### config.mk
export PLATFORM = sky130hd
export DESIGN_NAME = compressed_tile_payload_layout_unit
export DESIGN_NICKNAME = d
export VERILOG_FILES = /design/src/ctpl_pkg.sv /design/src/ctpl_size_sum.sv /design/src/ctpl_offset_acc.sv /design/src/compressed_tile_payload_layout_unit.sv
export SDC_FILE = /design/constraint.sdc
export NUM_CORES = 1
export LEC_CHECK = 0
export BUFFER_PORTS_ARGS = -buffer_cell sky130_fd_sc_hd__buf_2
export CAP_MARGIN = 30
export CORE_ASPECT_RATIO = 0.5
export CORE_MARGIN = 2
export CORE_UTILIZATION = 53
export DETAILED_ROUTE_END_ITERATION = 10
export GPL_TIMING_DRIVEN = 1
export MAX_ROUTING_LAYER = met4
export PLACE_DENSITY = 0.86
export SLEW_MARGIN = 40
export SYNTH_ARGS = -nofsm -noshare
export SYNTH_HDL_FRONTEND = slang
export SYNTH_SLANG_ARGS = --single-unit
### constraint.sdc
create_clock -name clk -period 6 [get_ports clk]
set_input_delay 1.2 -clock clk [delete_from_list [all_inputs] [get_ports clk]]
set_output_delay 1.2 -clock clk [all_outputs]
set_load 0.005 [all_outputs]
### src/ctpl_pkg.sv
// Shared types and constants for the compressed tile payload layout unit.
// Depends on nothing; imported by every module of the block.
`timescale 1ns / 1ps
`default_nettype none
package ctpl_pkg;

	localparam int unsigned SUBBLOCKS   = 16;
	localparam int unsigned SIZE_W      = 6;
	localparam int unsigned PAYLOAD_W   = 13;
	localparam int unsigned OFFSET_W    = 32;
	localparam int unsigned GEN_W       = 4;
	localparam int unsigned UCB_W       = 9;
	localparam int unsigned CFG_DATA_W  = 9;
	localparam int unsigned CFG_INDEX_W = 1;

	localparam logic [GEN_W-1:0]     SOLID_MIN_GEN = 4'd7;
	localparam logic [GEN_W-1:0]     GEN_RESET     = 4'd7;
	localparam logic [UCB_W-1:0]     UCB_RESET     = 9'd64;
	localparam logic [PAYLOAD_W-1:0] ALIGN_MASK    = 13'd15;

	// register indexes of the configuration port
	localparam logic [CFG_INDEX_W-1:0] CFG_GPU_GENERATION = 1'd0;
	localparam logic [CFG_INDEX_W-1:0] CFG_UNCOMP_BYTES   = 1'd1;

	typedef struct packed {
		logic [31:0] size_bits_low;
		logic [63:0] size_bits_high;
		logic        last_block;
	} in_word_t;

	typedef struct packed {
		logic [PAYLOAD_W-1:0] payload_bytes;
		logic [OFFSET_W-1:0]  payload_offset;
		logic [OFFSET_W-1:0]  body_total;
		logic                 surface_done;
	} out_word_t;

	typedef struct packed {
		logic [GEN_W-1:0] gpu_generation;
		logic [UCB_W-1:0] uncompressed_subblock_bytes;
	} cfg_t;

endpackage
`default_nettype wire

### src/ctpl_size_sum.sv
// Subblock size decode, adder tree, 16-byte rounding and solid zeroing;
// registers the payload size into stage 2. Depends on ctpl_pkg.
`timescale 1ns / 1ps
`default_nettype none
module ctpl_size_sum
	import ctpl_pkg::*;
(
	input  wire logic                 clk,
	input  wire logic                 en,
	input  wire in_word_t             word_s1,
	input  wire cfg_t                 cfg,
	output logic [PAYLOAD_W-1:0]      payload_s2,
	output logic                      last_s2
);

	logic [SUBBLOCKS*SIZE_W-1:0] bits;
	logic [UCB_W-1:0]            term  [SUBBLOCKS];
	logic [UCB_W:0]              lvl1  [SUBBLOCKS/2];
	logic [UCB_W+1:0]            lvl2  [SUBBLOCKS/4];
	logic [UCB_W+2:0]            lvl3  [SUBBLOCKS/8];
	logic [PAYLOAD_W-1:0]        sum;
	logic [PAYLOAD_W-1:0]        rounded;
	logic                        solid;

	assign bits = {word_s1.size_bits_high, word_s1.size_bits_low};

	always_comb begin
		for (int k = 0; k < SUBBLOCKS; k++) begin
			// stored size 1 marks an uncompressed subblock
			if (bits[k*SIZE_W +: SIZE_W] == 6'd1)
				term[k] = cfg.uncompressed_subblock_bytes;
			else
				term[k] = {{(UCB_W-SIZE_W){1'b0}}, bits[k*SIZE_W +: SIZE_W]};
		end
		for (int k = 0; k < SUBBLOCKS/2; k++)
			lvl1[k] = {1'b0, term[2*k]} + {1'b0, term[2*k+1]};
		for (int k = 0; k < SUBBLOCKS/4; k++)
			lvl2[k] = {1'b0, lvl1[2*k]} + {1'b0, lvl1[2*k+1]};
		for (int k = 0; k < SUBBLOCKS/8; k++)
			lvl3[k] = {1'b0, lvl2[2*k]} + {1'b0, lvl2[2*k+1]};
		sum = {1'b0, lvl3[0]} + {1'b0, lvl3[1]};
	end

	// max sum 8176, so the rounding add cannot overflow 13 bits
	assign rounded = (sum + ALIGN_MASK) & ~ALIGN_MASK;
	assign solid   = (cfg.gpu_generation >= SOLID_MIN_GEN)
		&& (bits[SIZE_W-1:0] == 6'd0);

	always_ff @(posedge clk) begin
		if (en) begin
			payload_s2 <= solid ? '0 : rounded;
			last_s2    <= word_s1.last_block;
		end
	end

endmodule
`default_nettype wire

### src/ctpl_offset_acc.sv
// Running body offset and the output word register.
// Depends on ctpl_pkg.
`timescale 1ns / 1ps
`default_nettype none
module ctpl_offset_acc
	import ctpl_pkg::*;
(
	input  wire logic                 clk,
	input  wire logic                 arst_n,
	input  wire logic                 en,
	input  wire logic [PAYLOAD_W-1:0] payload_s2,
	input  wire logic                 last_s2,
	output out_word_t                 out_word_q
);

	logic [OFFSET_W-1:0] running_offset_q;
	logic [OFFSET_W-1:0] total;

	assign total = running_offset_q
		+ {{(OFFSET_W-PAYLOAD_W){1'b0}}, payload_s2};

	always_ff @(posedge clk or negedge arst_n) begin
		if (!arst_n) begin
			running_offset_q <= '0;
		end else if (en) begin
			running_offset_q <= last_s2 ? '0 : total;
		end
	end

	always_ff @(posedge clk) begin
		if (en) begin
			out_word_q.payload_bytes  <= payload_s2;
			out_word_q.payload_offset <= running_offset_q;
			out_word_q.body_total     <= total;
			out_word_q.surface_done   <= last_s2;
		end
	end

endmodule
`default_nettype wire

### src/compressed_tile_payload_layout_unit.sv
// Top level of the compressed tile payload layout unit: input register,
// configuration registers and pipeline control.
// Depends on ctpl_pkg, ctpl_size_sum and ctpl_offset_acc.
//
// Usage:
//   Input channel (in_valid / in_stall / in_word) takes one word per header:
//   bytes 4..15 of the header plus the last_block flag.
//   Output channel (out_valid / out_stall / out_word) gives one word per
//   header: aligned payload size, its body offset, the running total and
//   surface_done.
//   Three register stages: input register, payload size (adder tree),
//   output register with the running offset add. A result passes through
//   the input register, the payload size register and the output register.
//   Throughput is one word per cycle while out_stall is low; the offset
//   accumulate is a single 32-bit add per cycle and never holds back the stream.
//   When the receiver stalls, words pile up in the three stages; in_stall
//   rises only once all of them are full. Each stage moves on whenever the
//   stage after it is empty or moving.
//   Reset empties the pipeline, zeroes the running offset and loads
//   gpu_generation = 7, uncompressed_subblock_bytes = 64. Write the
//   registers (cfg_we / cfg_index / cfg_data) only while the block is idle.
`timescale 1ns / 1ps
`default_nettype none
module compressed_tile_payload_layout_unit
	import ctpl_pkg::*;
(
	input  wire logic                   clk,
	input  wire logic                   arst_n,
	input  wire logic                   in_valid,
	output logic                        in_stall,
	input  wire in_word_t               in_word,
	output logic                        out_valid,
	input  wire logic                   out_stall,
	output out_word_t                   out_word,
	input  wire logic                   cfg_we,
	input  wire logic [CFG_INDEX_W-1:0] cfg_index,
	input  wire logic [CFG_DATA_W-1:0]  cfg_data
);

	cfg_t     cfg_q;
	in_word_t word_s1;
	logic     valid_s1;
	logic     valid_s2;
	logic     out_valid_q;
	logic     out_free;
	logic     s2_free;
	logic     s1_free;
	logic     s2_move;
	logic     s1_move;
	logic     in_take;
	logic [PAYLOAD_W-1:0] payload_s2;
	logic     last_s2;

	always_ff @(posedge clk or negedge arst_n) begin
		if (!arst_n) begin
			cfg_q.gpu_generation              <= GEN_RESET;
			cfg_q.uncompressed_subblock_bytes <= UCB_RESET;
		end else if (cfg_we) begin
			case (cfg_index)
				CFG_GPU_GENERATION: cfg_q.gpu_generation <= cfg_data[GEN_W-1:0];
				CFG_UNCOMP_BYTES:   cfg_q.uncompressed_subblock_bytes <= cfg_data[UCB_W-1:0];
				default: ;
			endcase
		end
	end

	assign out_free = !out_valid_q || !out_stall;
	assign s2_free  = !valid_s2 || out_free;
	assign s1_free  = !valid_s1 || s2_free;
	assign s2_move  = valid_s2 && out_free;
	assign s1_move  = valid_s1 && s2_free;
	assign in_take  = in_valid && s1_free;
	assign in_stall = !s1_free;

	always_ff @(posedge clk or negedge arst_n) begin
		if (!arst_n) begin
			valid_s1    <= 1'b0;
			valid_s2    <= 1'b0;
			out_valid_q <= 1'b0;
		end else begin
			if (s1_free)
				valid_s1 <= in_valid;
			if (s2_free)
				valid_s2 <= valid_s1;
			if (out_free)
				out_valid_q <= valid_s2;
		end
	end

	always_ff @(posedge clk) begin
		if (in_take)
			word_s1 <= in_word;
	end

	ctpl_size_sum u_size_sum (
		.clk        (clk),
		.en         (s1_move),
		.word_s1    (word_s1),
		.cfg        (cfg_q),
		.payload_s2 (payload_s2),
		.last_s2    (last_s2)
	);

	ctpl_offset_acc u_offset_acc (
		.clk        (clk),
		.arst_n     (arst_n),
		.en         (s2_move),
		.payload_s2 (payload_s2),
		.last_s2    (last_s2),
		.out_word_q (out_word)
	);

	assign out_valid = out_valid_q;

endmodule
`default_nettype wire

Word-level counts from Yosys, hierarchy flattened
Index checks and enable logic that the tools add are counted.
{"block": "classes", "eq_ne": 16, "mux": 17, "reduce_logical": 15, "n_addsub": 17, "magnitude_cmp": 1, "div": 0, "bitwise": 1, "multipliers": 0, "shifts": 0}
{"op": "$mux 9", "n": 16}
{"op": "$eq 6x1->1 const B", "n": 16}
{"op": "$add 9x9->10", "n": 8}
{"op": "$add 10x10->11", "n": 4}
{"op": "$add 32x13->32", "n": 1}
{"op": "$mux 32", "n": 1}
{"op": "$add 11x11->12", "n": 2}
{"op": "$add 12x12->13", "n": 1}
{"op": "$add 13x4->13 const B", "n": 1}
{"op": "$logic_not 6->1", "n": 1}
{"op": "$logic_not 1->1", "n": 5}
{"op": "$ge 4x3->1 const B", "n": 1}
{"op": "$logic_and 1x1->1", "n": 4}
{"op": "$reduce_and 2->1", "n": 2}
{"op": "$logic_or 1x1->1", "n": 3}
{"op": "$not 1->1", "n": 1}
{"block": "totals", "regBits": 237, "ram_bits": 0, "out_inout_bits": 80, "mem_bits_ro": 0, "in_bits": 112, "word_cells": 83, "latchBits": 0, "n_memories": 0}

Depth between registers and ports, before layout
Gate-level depths: netlist of the first run.
{"block": "logic_depth", "ltp_word": 7, "mapped_depth": 24, "ltp_nobuf": 23}

By module
Synthesis of the first run repeated with hierarchy kept, for this count alone.
{"block": "unflattened", "hier_cells": 1091, "hier_area_um2": 13730.7}
{"module": "ctpl_size_sum", "area_each_um2": 5446.5, "cells_each": 612, "n_inst": 1, "seq_area_each_um2": 300.3}
{"module": "ctpl_offset_acc", "area_each_um2": 4739.5, "cells_each": 342, "n_inst": 1, "seq_area_each_um2": 3143.0}
{"module": "compressed_tile_payload_layout_unit", "area_each_um2": 3544.6, "cells_each": 137, "n_inst": 1, "seq_area_each_um2": 3318.2}

Worst setup path after synthesis of the first run
No wires, ideal clock.
{"block": "synth_path", "path_kind": "register to register", "startpoint": "register word_s1[92] (netlist name)", "endpoint": "register u_size_sum.payload_s2[11], data pin", "stages_incl_launch_ff": 20, "required_ns": 5.738, "t_arrival_ns": 6.422, "path_buffers": 0, "setup_ns": 0.262, "period_less_slack_ns": 6.684, "path_slack_ns": -0.684, "path_cell_list": "edfxtp_1 -> or4b_2 -> nor3_1 -> a21oi_1 -> fa_1 -> fa_1 -> fa_1 -> inv_1 -> fa_1 -> fa_1 -> inv_1 -> fa_1 -> inv_1 -> ha_1 -> a21o_1 -> a221o_1 -> nor4_1 -> nor3_1 -> or2_1 -> mux2_1"}
{"block": "synth_between", "elab_chain_cells": 7}
{"element": "$eq 6x1->1", "line": "ctpl_size_sum.sv:30", "text": "if (bits[k*SIZE_W +: SIZE_W] == 6'd1)"}
{"element": "$mux 9 *", "line": "ctpl_size_sum.sv:30"}
{"element": "$add 9x9->10 *", "line": "ctpl_size_sum.sv:36", "text": "lvl1[k] = {1'b0, term[2*k]} + {1'b0, term[2*k+1]};"}
{"element": "$add 10x10->11 *", "line": "ctpl_size_sum.sv:38", "text": "lvl2[k] = {1'b0, lvl1[2*k]} + {1'b0, lvl1[2*k+1]};"}
{"element": "$add 11x11->12 *", "line": "ctpl_size_sum.sv:40", "text": "lvl3[k] = {1'b0, lvl2[2*k]} + {1'b0, lvl2[2*k+1]};"}
{"element": "$add 12x12->13 *", "line": "ctpl_size_sum.sv:41", "text": "sum = {1'b0, lvl3[0]} + {1'b0, lvl3[1]};"}
{"element": "$add 13x4->13 *", "line": "ctpl_size_sum.sv:45", "text": "assign rounded = (sum + ALIGN_MASK) & ~ALIGN_MASK;"}
{"element": "end signal: assignment", "line": "ctpl_size_sum.sv:51", "text": "payload_s2 <= solid ? '0 : rounded;"}
{"element": "end: declaration", "line": "ctpl_size_sum.sv:12", "text": "output logic [PAYLOAD_W-1:0] payload_s2,"}
Every way passes the cells marked *; elsewhere a longest branch is shown, timed or not.
A chain may end at the register's enable or synchronous reset.

Final worst setup path of the first run
{"block": "layout_path", "startpoint": "register word_s1[62] (netlist name)", "endpoint": "register u_size_sum.payload_s2[11], data pin"}
{"block": "layout_between", "elab_chain_cells": 7}
{"element": "$eq 6x1->1", "line": "ctpl_size_sum.sv:30"}
{"element": "$mux 9 *", "line": "ctpl_size_sum.sv:30"}
{"element": "$add 9x9->10 *", "line": "ctpl_size_sum.sv:36"}
{"element": "$add 10x10->11 *", "line": "ctpl_size_sum.sv:38"}
{"element": "$add 11x11->12 *", "line": "ctpl_size_sum.sv:40"}
{"element": "$add 12x12->13 *", "line": "ctpl_size_sum.sv:41"}
{"element": "$add 13x4->13 *", "line": "ctpl_size_sum.sv:45"}
Marks and branches as above.

==> report_table.html, run 1 <==
<table>
<tr><th>Metric</th><th>Value</th></tr>
<tr><th colspan="2">Setup path</th></tr>
<tr><td>RR Endpoint</td><td>u_size_sum.payload_s2[11]</td></tr>
<tr><td>Startpoint types</td><td>flip-flop</td></tr>
<tr><td>Worst endpoint required time</td><td>between 6 and 7 ns</td></tr>
<tr><td>Arrival time at the worst endpoint</td><td>6.72 ns</td></tr>
<tr><td>Critical R2R Launch</td><td>word_s1[62]</td></tr>
<tr><td>Critical path start-end classification</td><td>reg -&gt; reg</td></tr>
<tr><td>Start point of the critical path</td><td>word_s1[62]</td></tr>
<tr><td>Critical Path Fanout Max</td><td>7</td></tr>
<tr><td>Cell with the largest stage delay on the worst path</td><td>sky130_fd_sc_hd__or4b_4</td></tr>
<tr><td>Cell chain of the critical path</td><td>or4b_4 &gt; nor3_4 &gt; buf_6 &gt; and2_1 &gt; fa_1 &gt; fa_1 &gt; fa_1 &gt; fa_1 &gt; fa_1 &gt; inv_2 &gt; fa_1 &gt; inv_2 &gt; ha_4 &gt; and3_4 &gt; a221o_1 &gt; nor4_2 &gt; nor3_1 &gt; or2_1 &gt; mux2_4</td></tr>
<tr><td>Count of buffering cells on the critical path with inverters included</td><td>3</td></tr>
<tr><td>Slack of the worst reg-to-reg path</td><td>-0.47 ns</td></tr>
<tr><td>Capture point of the worst path</td><td>u_size_sum.payload_s2[11]</td></tr>
<tr><td>Cell depth of the worst flop-to-flop path</td><td>19</td></tr>
<tr><td>Total stage count of the critical path</td><td>19</td></tr>
<tr><td>CP dominant cell by count</td><td>sky130_fd_sc_hd__fa_1</td></tr>
<tr><td>Top cell family by delay on the critical path</td><td>adder cells</td></tr>
<tr><td>Capturing element type of the critical path</td><td>flip-flop</td></tr>
<tr><td>Biggest cell delay along the critical path</td><td>0.58 ns</td></tr>
<tr><th colspan="2">Timing</th></tr>
<tr><td>Total count of hold-check failures in the final report</td><td>0</td></tr>
<tr><td>Worst clock skew on the final layout</td><td>0.0180 ns</td></tr>
<tr><td>Setup TNS</td><td>-1.58 ns</td></tr>
<tr><td>Final hold slack</td><td>between 0.4 and 0.5 ns</td></tr>
<tr><td>Setup repair after global routing missed its margin</td><td>yes</td></tr>
<tr><td>Final setup slack of the worst path</td><td>-0.468 ns</td></tr>
<tr><td>Final slew viol count</td><td>0</td></tr>
<tr><td>Tightest slew margin relative to the limit</td><td>0.565</td></tr>
<tr><td>Transition time at the pin with the least slew margin</td><td>between 0.6 and 0.7 ns</td></tr>
<tr><td>Minimum clock period after layout</td><td>about 6.5 ns</td></tr>
<tr><td>Highest Clock Rate</td><td>~150 MHz</td></tr>
<tr><td>Number of failing setup endpoints in the final timing report</td><td>5</td></tr>
<tr><td>Share of the clock period used by the worst path</td><td>1.08</td></tr>
<tr><th colspan="2">Floorplanning</th></tr>
<tr><td>Number of placement rows</td><td>40</td></tr>
<tr><td>Floorplan die area</td><td>around 26000 um^2</td></tr>
<tr><td>Core box area</td><td>about 24000 um^2</td></tr>
<tr><td>I/O Pins</td><td>192</td></tr>
<tr><td>Starting Density</td><td>0.542</td></tr>
<tr><td>Horiz. Die Dim</td><td>between 200 and 250 um</td></tr>
<tr><td>Height of the die</td><td>around 120 um</td></tr>
<tr><th colspan="2">Min path</th></tr>
<tr><td>Class of the most critical hold timing path</td><td>reg -&gt; reg</td></tr>
<tr><th colspan="2">Global routing</th></tr>
<tr><td>First-pass GRT wire length</td><td>48900 um</td></tr>
<tr><td>Pin count of the biggest net entering global routing</td><td>54</td></tr>
<tr><td>Antenna violations before repair</td><td>0</td></tr>
<tr><td>Via count of the first global-routing pass</td><td>roughly 9.3k</td></tr>
<tr><td>GR Util All Layers</td><td>0.254</td></tr>
<tr><td>Total gr overflow</td><td>0</td></tr>
<tr><th colspan="2">Clock tree</th></tr>
<tr><td>Clock tree from TritonCTS</td><td>done</td></tr>
<tr><td>CTS root buf</td><td>sky130_fd_sc_hd__clkbuf_16</td></tr>
<tr><td>H-tree depth reported by CTS</td><td>1</td></tr>
<tr><td>Post-CTS clock slew at the launch and capture registers of the worst setup and hold paths</td><td>roughly 0.070 ns</td></tr>
<tr><td>Max Root-Sink Buffers</td><td>3</td></tr>
<tr><td>Cts-stage hold buffer count</td><td>0</td></tr>
<tr><td>Total CTS buffers</td><td>20</td></tr>
<tr><td>Clock sink count</td><td>about 220</td></tr>
<tr><td>Clock network latency to the later pin of the worst-skew pair</td><td>approximately 0.51 ns</td></tr>
<tr><th colspan="2">Synth</th></tr>
<tr><td>Yosys warns</td><td>0</td></tr>
<tr><td>Count of unique library cells instantiated by Yosys</td><td>70</td></tr>
<tr><td>Flip-flop and latch count after synthesis</td><td>217</td></tr>
<tr><td>Number of synthesized flops with an enable pin</td><td>between 150 and 200</td></tr>
<tr><td>Post-synthesis average cell area</td><td>~12 um^2</td></tr>
<tr><td>Portion of synthesized cell area occupied by the leading cell type</td><td>0.397</td></tr>
<tr><td>Cell accounting for the most synthesized area</td><td>sky130_fd_sc_hd__edfxtp_1</td></tr>
<tr><td>Post-synthesis sequential area ratio</td><td>0.482</td></tr>
<tr><td>Post-Synthesis Cell Area</td><td>13100 um^2</td></tr>
<tr><td>Ranking of synthesized cells by area</td><td>sky130_fd_sc_hd__edfxtp_1, sky130_fd_sc_hd__fa_1, sky130_fd_sc_hd__dfrtp_1, sky130_fd_sc_hd__inv_1, sky130_fd_sc_hd__ha_1</td></tr>
<tr><td>Number of standard cells after synthesis</td><td>between 1k and 1.5k</td></tr>
<tr><td>Fraction of registers with async set or reset after synthesis</td><td>0.203</td></tr>
<tr><td>Commonest register cell after synthesis</td><td>sky130_fd_sc_hd__edfxtp_1</td></tr>
<tr><th colspan="2">Drt</th></tr>
<tr><td>Total vias in the final route</td><td>slightly above 9k</td></tr>
<tr><td>Wire length reported by the detailed router</td><td>31900 um</td></tr>
<tr><td>Antenna-violating nets left</td><td>0</td></tr>
<tr><td>Number of violations reported at the end of detailed-routing iteration 0</td><td>772</td></tr>
<tr><td>Post-route DRC violation count</td><td>0</td></tr>
<tr><td>DR pass1 iterations</td><td>6</td></tr>
<tr><td>Vias/cell</td><td>~5.4</td></tr>
<tr><td>WL/cell</td><td>around 19 um</td></tr>
<tr><th colspan="2">Flow run</th></tr>
<tr><td>MaxCap Viol Count</td><td>0</td></tr>
<tr><th colspan="2">Layout</th></tr>
<tr><td>Most frequent cells in the layout</td><td>sky130_fd_sc_hd__buf_2, sky130_fd_sc_hd__edfxtp_1, sky130_fd_sc_hd__inv_1</td></tr>
<tr><td>Fillers</td><td>1709</td></tr>
<tr><td>Final Core Density</td><td>0.688</td></tr>
<tr><td>Final Net Count</td><td>1625</td></tr>
<tr><td>Antenna cells</td><td>0</td></tr>
<tr><td>Most frequent standard cell in the layout excluding fill and tap cells</td><td>sky130_fd_sc_hd__buf_2</td></tr>
<tr><td>Layout cell share with drive strength beyond 1</td><td>0.359</td></tr>
<tr><td>Area growth, synth to finish</td><td>26.9%</td></tr>
<tr><th colspan="2">Place</th></tr>
<tr><td>PortBufs</td><td>between 150 and 200</td></tr>
<tr><td>Final weighted congestion in routability-driven placement</td><td>between 0.9 and 1</td></tr>
<tr><td>HPWL Detailed</td><td>around 24000 um</td></tr>
<tr><td>Post-placement worst setup slack</td><td>-0.620 ns</td></tr>
<tr><th colspan="2">Outcome</th></tr>
<tr><td>Violated checks</td><td>negative setup slack</td></tr>
<tr><td>Result of the run</td><td>complete, but fails checks</td></tr>
</table>
## layout make-up
class                   count  area (um^2)  area share
multi-input cells         642         6550       0.395
flip-flops and latches    217         6300       0.380
repair buffers            323         2070       0.125
inverters                 154          578      0.0348
clock buffers              23          533      0.0321
well taps                 336          420      0.0253
clock inverters            13          144     0.00867
## routing by layer
layer	vias to the layer above	routed length (um)	global-route usage
met1	4568	13600	0.338
met5	-	0	-
li1	4197	-	-
met3	51	2230	0.0480
met4	0	626	0.0553
met2	379	15400	0.413
## what timing repair did
action / in CTS / in global routing
resized for setup: 41 / 65
setup buffers: 15 / 6
endpoints found under the hold margin: 0 / 0
setup endpoints to repair: 9 / 9
pin swaps: 22 / 43
## sequential cells by signal, summed over array words and instances, names as in the netlist
register,flops
u_size_sum.payload_s2,9
u_size_sum.last_s2,1
u_offset_acc.running_offset_q,28
cfg_q,13
word_s1,97
valid_s2,1
out_valid,1
valid_s1,1
u_offset_acc.out_word_q,66
## synth_stat cells (2+ instances only)
cell type                  number
sky130_fd_sc_hd__mux2_2        13
sky130_fd_sc_hd__a21oi_1       53
sky130_fd_sc_hd__buf_4         17
sky130_fd_sc_hd__a21oi_2        2
sky130_fd_sc_hd__clkbuf_1      26
sky130_fd_sc_hd__or4_1          2
sky130_fd_sc_hd__a31oi_1        8
sky130_fd_sc_hd__and2_1        26
sky130_fd_sc_hd__xor2_1         6
sky130_fd_sc_hd__a21boi_0       4
sky130_fd_sc_hd__or2_2          2
sky130_fd_sc_hd__a21o_1        42
sky130_fd_sc_hd__nor4b_1        9
sky130_fd_sc_hd__o31ai_1        7
sky130_fd_sc_hd__nand2_1       73
sky130_fd_sc_hd__or3_1          5
sky130_fd_sc_hd__and3_1        14
sky130_fd_sc_hd__dfrtp_1       40
sky130_fd_sc_hd__a31o_2         6
sky130_fd_sc_hd__a22o_1         6
sky130_fd_sc_hd__o211ai_1       6
sky130_fd_sc_hd__nor2_1        18
sky130_fd_sc_hd__nand3_1       22
sky130_fd_sc_hd__dfstp_2        4
sky130_fd_sc_hd__and4_1         3
sky130_fd_sc_hd__nor2b_1       10
sky130_fd_sc_hd__a311o_1        2
sky130_fd_sc_hd__buf_2          2
sky130_fd_sc_hd__edfxtp_1     173
sky130_fd_sc_hd__nand2b_1      10
sky130_fd_sc_hd__nor4_2         2
sky130_fd_sc_hd__o21a_1         5
sky130_fd_sc_hd__fa_1         127
sky130_fd_sc_hd__inv_1        153
sky130_fd_sc_hd__nor4_1         4
sky130_fd_sc_hd__nor3_2         3
sky130_fd_sc_hd__o21ai_0       29
sky130_fd_sc_hd__nand4_1       14
sky130_fd_sc_hd__xnor2_1       24
sky130_fd_sc_hd__ha_1          28
sky130_fd_sc_hd__or4b_2         7
sky130_fd_sc_hd__nor3_1        14
sky130_fd_sc_hd__a211oi_1       2
## worst min-delay path by stage
stage	start	endpoint	slack, ns	cells past startpoint
after floorplan	word_s1[0]	u_size_sum.last_s2	0.40	0
after global placement	word_s1[0]	u_size_sum.last_s2	0.40	0
after detailed placement	word_s1[0]	u_size_sum.last_s2	0.43	0
after CTS	word_s1[0]	u_size_sum.last_s2	0.45	0
after global routing	word_s1[0]	u_size_sum.last_s2	0.45	0
final	word_s1[0]	u_size_sum.last_s2	0.44	0
## per-stage QoR
stage,cell area (um^2),std cells
final,16600,1708
after global routing,16600,1708
after CTS,16300,1703
after detailed placement,15400,1652
after global placement,15400,1652
after floorplan,13400,1061
## cells by family after synthesis
family | synth area share
buffers and inverters | 0.0640
multiplexers | 0.0140
XOR/XNOR | 0.0201
flip-flops | 0.482
AND/OR/NAND/NOR | 0.103
other | 0.000287
AO/OA/AOI/OAI | 0.0951
adder cells (fa/ha/maj) | 0.222
Power of run 1 is not shown: default switching activity piles up to over one toggle a cycle in this logic, so the estimate is an artifact.
==> inputs of run 2 (changes only) <==
--- a/config.mk
+++ b/config.mk
@@ -7,9 +7,11 @@
 export LEC_CHECK = 0
 export BUFFER_PORTS_ARGS = -buffer_cell sky130_fd_sc_hd__buf_2
 export CAP_MARGIN = 30
+export CELL_PAD_IN_SITES_DETAIL_PLACEMENT = 2
+export CELL_PAD_IN_SITES_GLOBAL_PLACEMENT = 2
 export CORE_ASPECT_RATIO = 0.5
 export CORE_MARGIN = 2
-export CORE_UTILIZATION = 53
+export CORE_UTILIZATION = 36
 export DETAILED_ROUTE_END_ITERATION = 10
 export GPL_TIMING_DRIVEN = 1
 export MAX_ROUTING_LAYER = met4
==> report_table.html, run 2 (synthesized netlist as in run 1, its figures left out) <==
<table>
<tr><th>Metric</th><th>Value</th></tr>
<tr><th colspan="2">Drt</th></tr>
<tr><td>Number of violations reported at the end of detailed-routing iteration 0</td><td>between 900 and 1k</td></tr>
<tr><td>Total vias in the final route</td><td>10.6k</td></tr>
<tr><td>Vias/cell</td><td>about 5.6</td></tr>
<tr><td>DR pass1 iterations</td><td>7</td></tr>
<tr><td>Wire length reported by the detailed router</td><td>roughly 57000 um</td></tr>
<tr><td>Antenna-violating nets left</td><td>0</td></tr>
<tr><td>Post-route DRC violation count</td><td>0</td></tr>
<tr><td>WL/cell</td><td>roughly 30 um</td></tr>
<tr><th colspan="2">Timing</th></tr>
<tr><td>Minimum clock period after layout</td><td>7.10 ns</td></tr>
<tr><td>Highest Clock Rate</td><td>141 MHz</td></tr>
<tr><td>Final slew viol count</td><td>0</td></tr>
<tr><td>Tightest slew margin relative to the limit</td><td>0.482</td></tr>
<tr><td>Share of the clock period used by the worst path</td><td>1.18</td></tr>
<tr><td>Worst clock skew on the final layout</td><td>0.0590 ns</td></tr>
<tr><td>Setup repair after global routing missed its margin</td><td>yes</td></tr>
<tr><td>Total count of hold-check failures in the final report</td><td>0</td></tr>
<tr><td>Transition time at the pin with the least slew margin</td><td>0.778 ns</td></tr>
<tr><td>Final setup slack of the worst path</td><td>-1.10 ns</td></tr>
<tr><td>Number of failing setup endpoints in the final timing report</td><td>9</td></tr>
<tr><th colspan="2">Layout</th></tr>
<tr><td>Most frequent standard cell in the layout excluding fill and tap cells</td><td>sky130_fd_sc_hd__buf_2</td></tr>
<tr><td>Fillers</td><td>3507</td></tr>
<tr><td>Final Net Count</td><td>approximately 1.7k</td></tr>
<tr><td>Register bank with the most flops</td><td>word_s1</td></tr>
<tr><td>Area of combinational cells with multiple inputs</td><td>roughly 6600 um^2</td></tr>
<tr><td>Final cell area excluding filler cells</td><td>~17000 um^2</td></tr>
<tr><td>Area growth, synth to finish</td><td>31.4%</td></tr>
<tr><td>Final non-filler cell total</td><td>about 1.9k</td></tr>
<tr><td>Most frequent cells in the layout</td><td>sky130_fd_sc_hd__buf_2, sky130_fd_sc_hd__edfxtp_1, sky130_fd_sc_hd__buf_4</td></tr>
<tr><td>Sequential cell area</td><td>6300 um^2</td></tr>
<tr><td>Flip-flop count of the largest register after layout</td><td>between 90 and 100</td></tr>
<tr><td>Largest regs</td><td>word_s1: 97 flops, u_offset_acc.out_word_q: 66 flops, u_offset_acc.running_offset_q: 28 flops</td></tr>
<tr><td>Layout cell share with drive strength beyond 1</td><td>0.390</td></tr>
<tr><th colspan="2">Place</th></tr>
<tr><td>PortBufs</td><td>between 150 and 200</td></tr>
<tr><td>Number of placed cells counting well taps</td><td>1807</td></tr>
<tr><td>HPWL Detailed</td><td>roughly 35000 um</td></tr>
<tr><td>Final weighted congestion in routability-driven placement</td><td>0.900</td></tr>
<tr><td>Placed cell area</td><td>15700 um^2</td></tr>
<tr><td>Post-placement worst setup slack</td><td>-0.856 ns</td></tr>
<tr><th colspan="2">Global routing</th></tr>
<tr><td>Via count of the first global-routing pass</td><td>11.7k</td></tr>
<tr><td>First-pass GRT wire length</td><td>approximately 77000 um</td></tr>
<tr><td>Total gr overflow</td><td>0</td></tr>
<tr><td>Routing usage on met2</td><td>0.476</td></tr>
<tr><td>GR Util All Layers</td><td>0.282</td></tr>
<tr><td>Antenna violations before repair</td><td>2</td></tr>
<tr><td>GRT Max-Usage Layer</td><td>met2</td></tr>
<tr><td>Met3 track demand over resource in global routing</td><td>0.0504</td></tr>
<tr><td>Pin count of the biggest net entering global routing</td><td>between 50 and 60</td></tr>
<tr><td>Global routing met1 resource utilization</td><td>0.330</td></tr>
<tr><th colspan="2">Floorplanning</th></tr>
<tr><td>Starting Density</td><td>0.365</td></tr>
<tr><td>Height of the die</td><td>139 um</td></tr>
<tr><td>I/O Pins</td><td>roughly 190</td></tr>
<tr><td>Number of placement rows</td><td>49</td></tr>
<tr><td>Floorplan die area</td><td>between 30000 and 40000 um^2</td></tr>
<tr><td>Horiz. Die Dim</td><td>approximately 270 um</td></tr>
<tr><td>Core box area</td><td>35900 um^2</td></tr>
<tr><th colspan="2">Setup path</th></tr>
<tr><td>Start point of the critical path</td><td>word_s1[88]</td></tr>
<tr><td>Arrival time at the worst endpoint</td><td>approximately 7.4 ns</td></tr>
<tr><td>Slack of the worst reg-to-reg path</td><td>-1.10 ns</td></tr>
<tr><td>Capturing element type of the critical path</td><td>flip-flop</td></tr>
<tr><td>Worst endpoint required time</td><td>roughly 6.3 ns</td></tr>
<tr><td>Critical Path Fanout Max</td><td>8</td></tr>
<tr><td>Cell depth of the worst flop-to-flop path</td><td>21</td></tr>
<tr><td>Startpoint types</td><td>flip-flop</td></tr>
<tr><td>RR Endpoint</td><td>u_size_sum.payload_s2[11]</td></tr>
<tr><td>Critical R2R Launch</td><td>word_s1[88]</td></tr>
<tr><td>Critical path start-end classification</td><td>reg -&gt; reg</td></tr>
<tr><th colspan="2">Clock tree</th></tr>
<tr><td>CTS root buf</td><td>sky130_fd_sc_hd__clkbuf_16</td></tr>
<tr><td>Post-CTS clock slew at the launch and capture registers of the worst setup and hold paths</td><td>0.08 ns</td></tr>
<tr><td>Cts-stage hold buffer count</td><td>0</td></tr>
<tr><td>Total CTS buffers</td><td>22</td></tr>
<tr><td>Clock network latency to the later pin of the worst-skew pair</td><td>approximately 0.58 ns</td></tr>
<tr><td>Clock tree from TritonCTS</td><td>done</td></tr>
<tr><td>Clock sink count</td><td>between 200 and 250</td></tr>
<tr><td>Max Root-Sink Buffers</td><td>3</td></tr>
<tr><td>H-tree depth reported by CTS</td><td>1</td></tr>
<tr><th colspan="2">Min path</th></tr>
<tr><td>Class of the most critical hold timing path</td><td>reg -&gt; reg</td></tr>
<tr><td>Endpoint of the worst hold path</td><td>u_size_sum.last_s2</td></tr>
<tr><td>Hold_sp</td><td>word_s1[0]</td></tr>
<tr><td>Number of cells on the worst hold path</td><td>0</td></tr>
<tr><th colspan="2">Outcome</th></tr>
<tr><td>Result of the run</td><td>complete, but fails checks</td></tr>
<tr><td>Violated checks</td><td>negative setup slack</td></tr>
<tr><th colspan="2">Flow run</th></tr>
<tr><td>MaxCap Viol Count</td><td>0</td></tr>
</table>
==> run 2: worst max-delay path by stage <==
stage,cells after the start,slack (ns),end
2_1_floorplan,18,-0.19,u_size_sum.payload_s2[11]
3_3_place_gp,20,-0.42,u_size_sum.payload_s2[11]
3_5_place_dp,20,-0.86,u_size_sum.payload_s2[11]
4_1_cts,20,-0.57,u_size_sum.payload_s2[11]
5_1_grt,21,-1.16,u_size_sum.payload_s2[11]
6_report,21,-1.10,u_size_sum.payload_s2[11]
==> run 2: timing repair <==
item,in CTS,in global routing
gates cloned,1,0
setup buffers,28,15
setup endpoints to repair,9,9
pin swaps,39,67
gates resized for setup,81,48
==> run 2: metrics by stage <==
stage / utilization / TNS (ns) / hold WS, ns
5_1_grt: 0.479 / -6.48 / 0.460
3_5_place_dp: 0.437 / -4.92 / 0.432
2_1_floorplan: - / -0.315 / 0.400
3_3_place_gp: 0.437 / -1.98 / 0.407
4_1_cts: 0.472 / -2.70 / 0.447
6_report: 0.479 / -5.71 / 0.442
==> run 2: critical path: stages, from the launching register on <==
cell,delay (ns)
sky130_fd_sc_hd__edfxtp_1,0.51
sky130_fd_sc_hd__nand2b_1,0.23
sky130_fd_sc_hd__nor4_2,0.24
sky130_fd_sc_hd__nor2b_1,0.22
sky130_fd_sc_hd__buf_4,0.21
sky130_fd_sc_hd__a21oi_1,0.14
sky130_fd_sc_hd__fa_1,0.63
sky130_fd_sc_hd__fa_1,0.51
sky130_fd_sc_hd__fa_1,0.55
sky130_fd_sc_hd__inv_1,0.06
sky130_fd_sc_hd__fa_1,0.49
sky130_fd_sc_hd__fa_1,0.57
sky130_fd_sc_hd__inv_2,0.09
sky130_fd_sc_hd__fa_1,0.51
sky130_fd_sc_hd__inv_2,0.06
sky130_fd_sc_hd__ha_4,0.24
sky130_fd_sc_hd__a21o_1,0.20
sky130_fd_sc_hd__a221o_1,0.39
sky130_fd_sc_hd__nor4_2,0.33
sky130_fd_sc_hd__nor3_2,0.10
sky130_fd_sc_hd__or2_1,0.23
sky130_fd_sc_hd__mux2_4,0.29
==> run 2: per-layer routing <==
layer / part of all wire / vias to the layer above
met5: 0 / -
met4: 0.059 / 0
met3: 0.067 / 236
met2: 0.50 / 539
met1: 0.38 / 5510
li1: - / 4270
==> run 2: layout make-up <==
cell class | instances | area share
multi-input combinational | 643 | 0.386
sequential | 217 | 0.367
inverter | 154 | 0.0336
antenna | 2 | 0.000291
timing repair buffer | 351 | 0.135
tap | 484 | 0.0352
clock inverter | 12 | 0.00822
clock buffer | 28 | 0.0352
Power of run 2 is left out for the same reason.
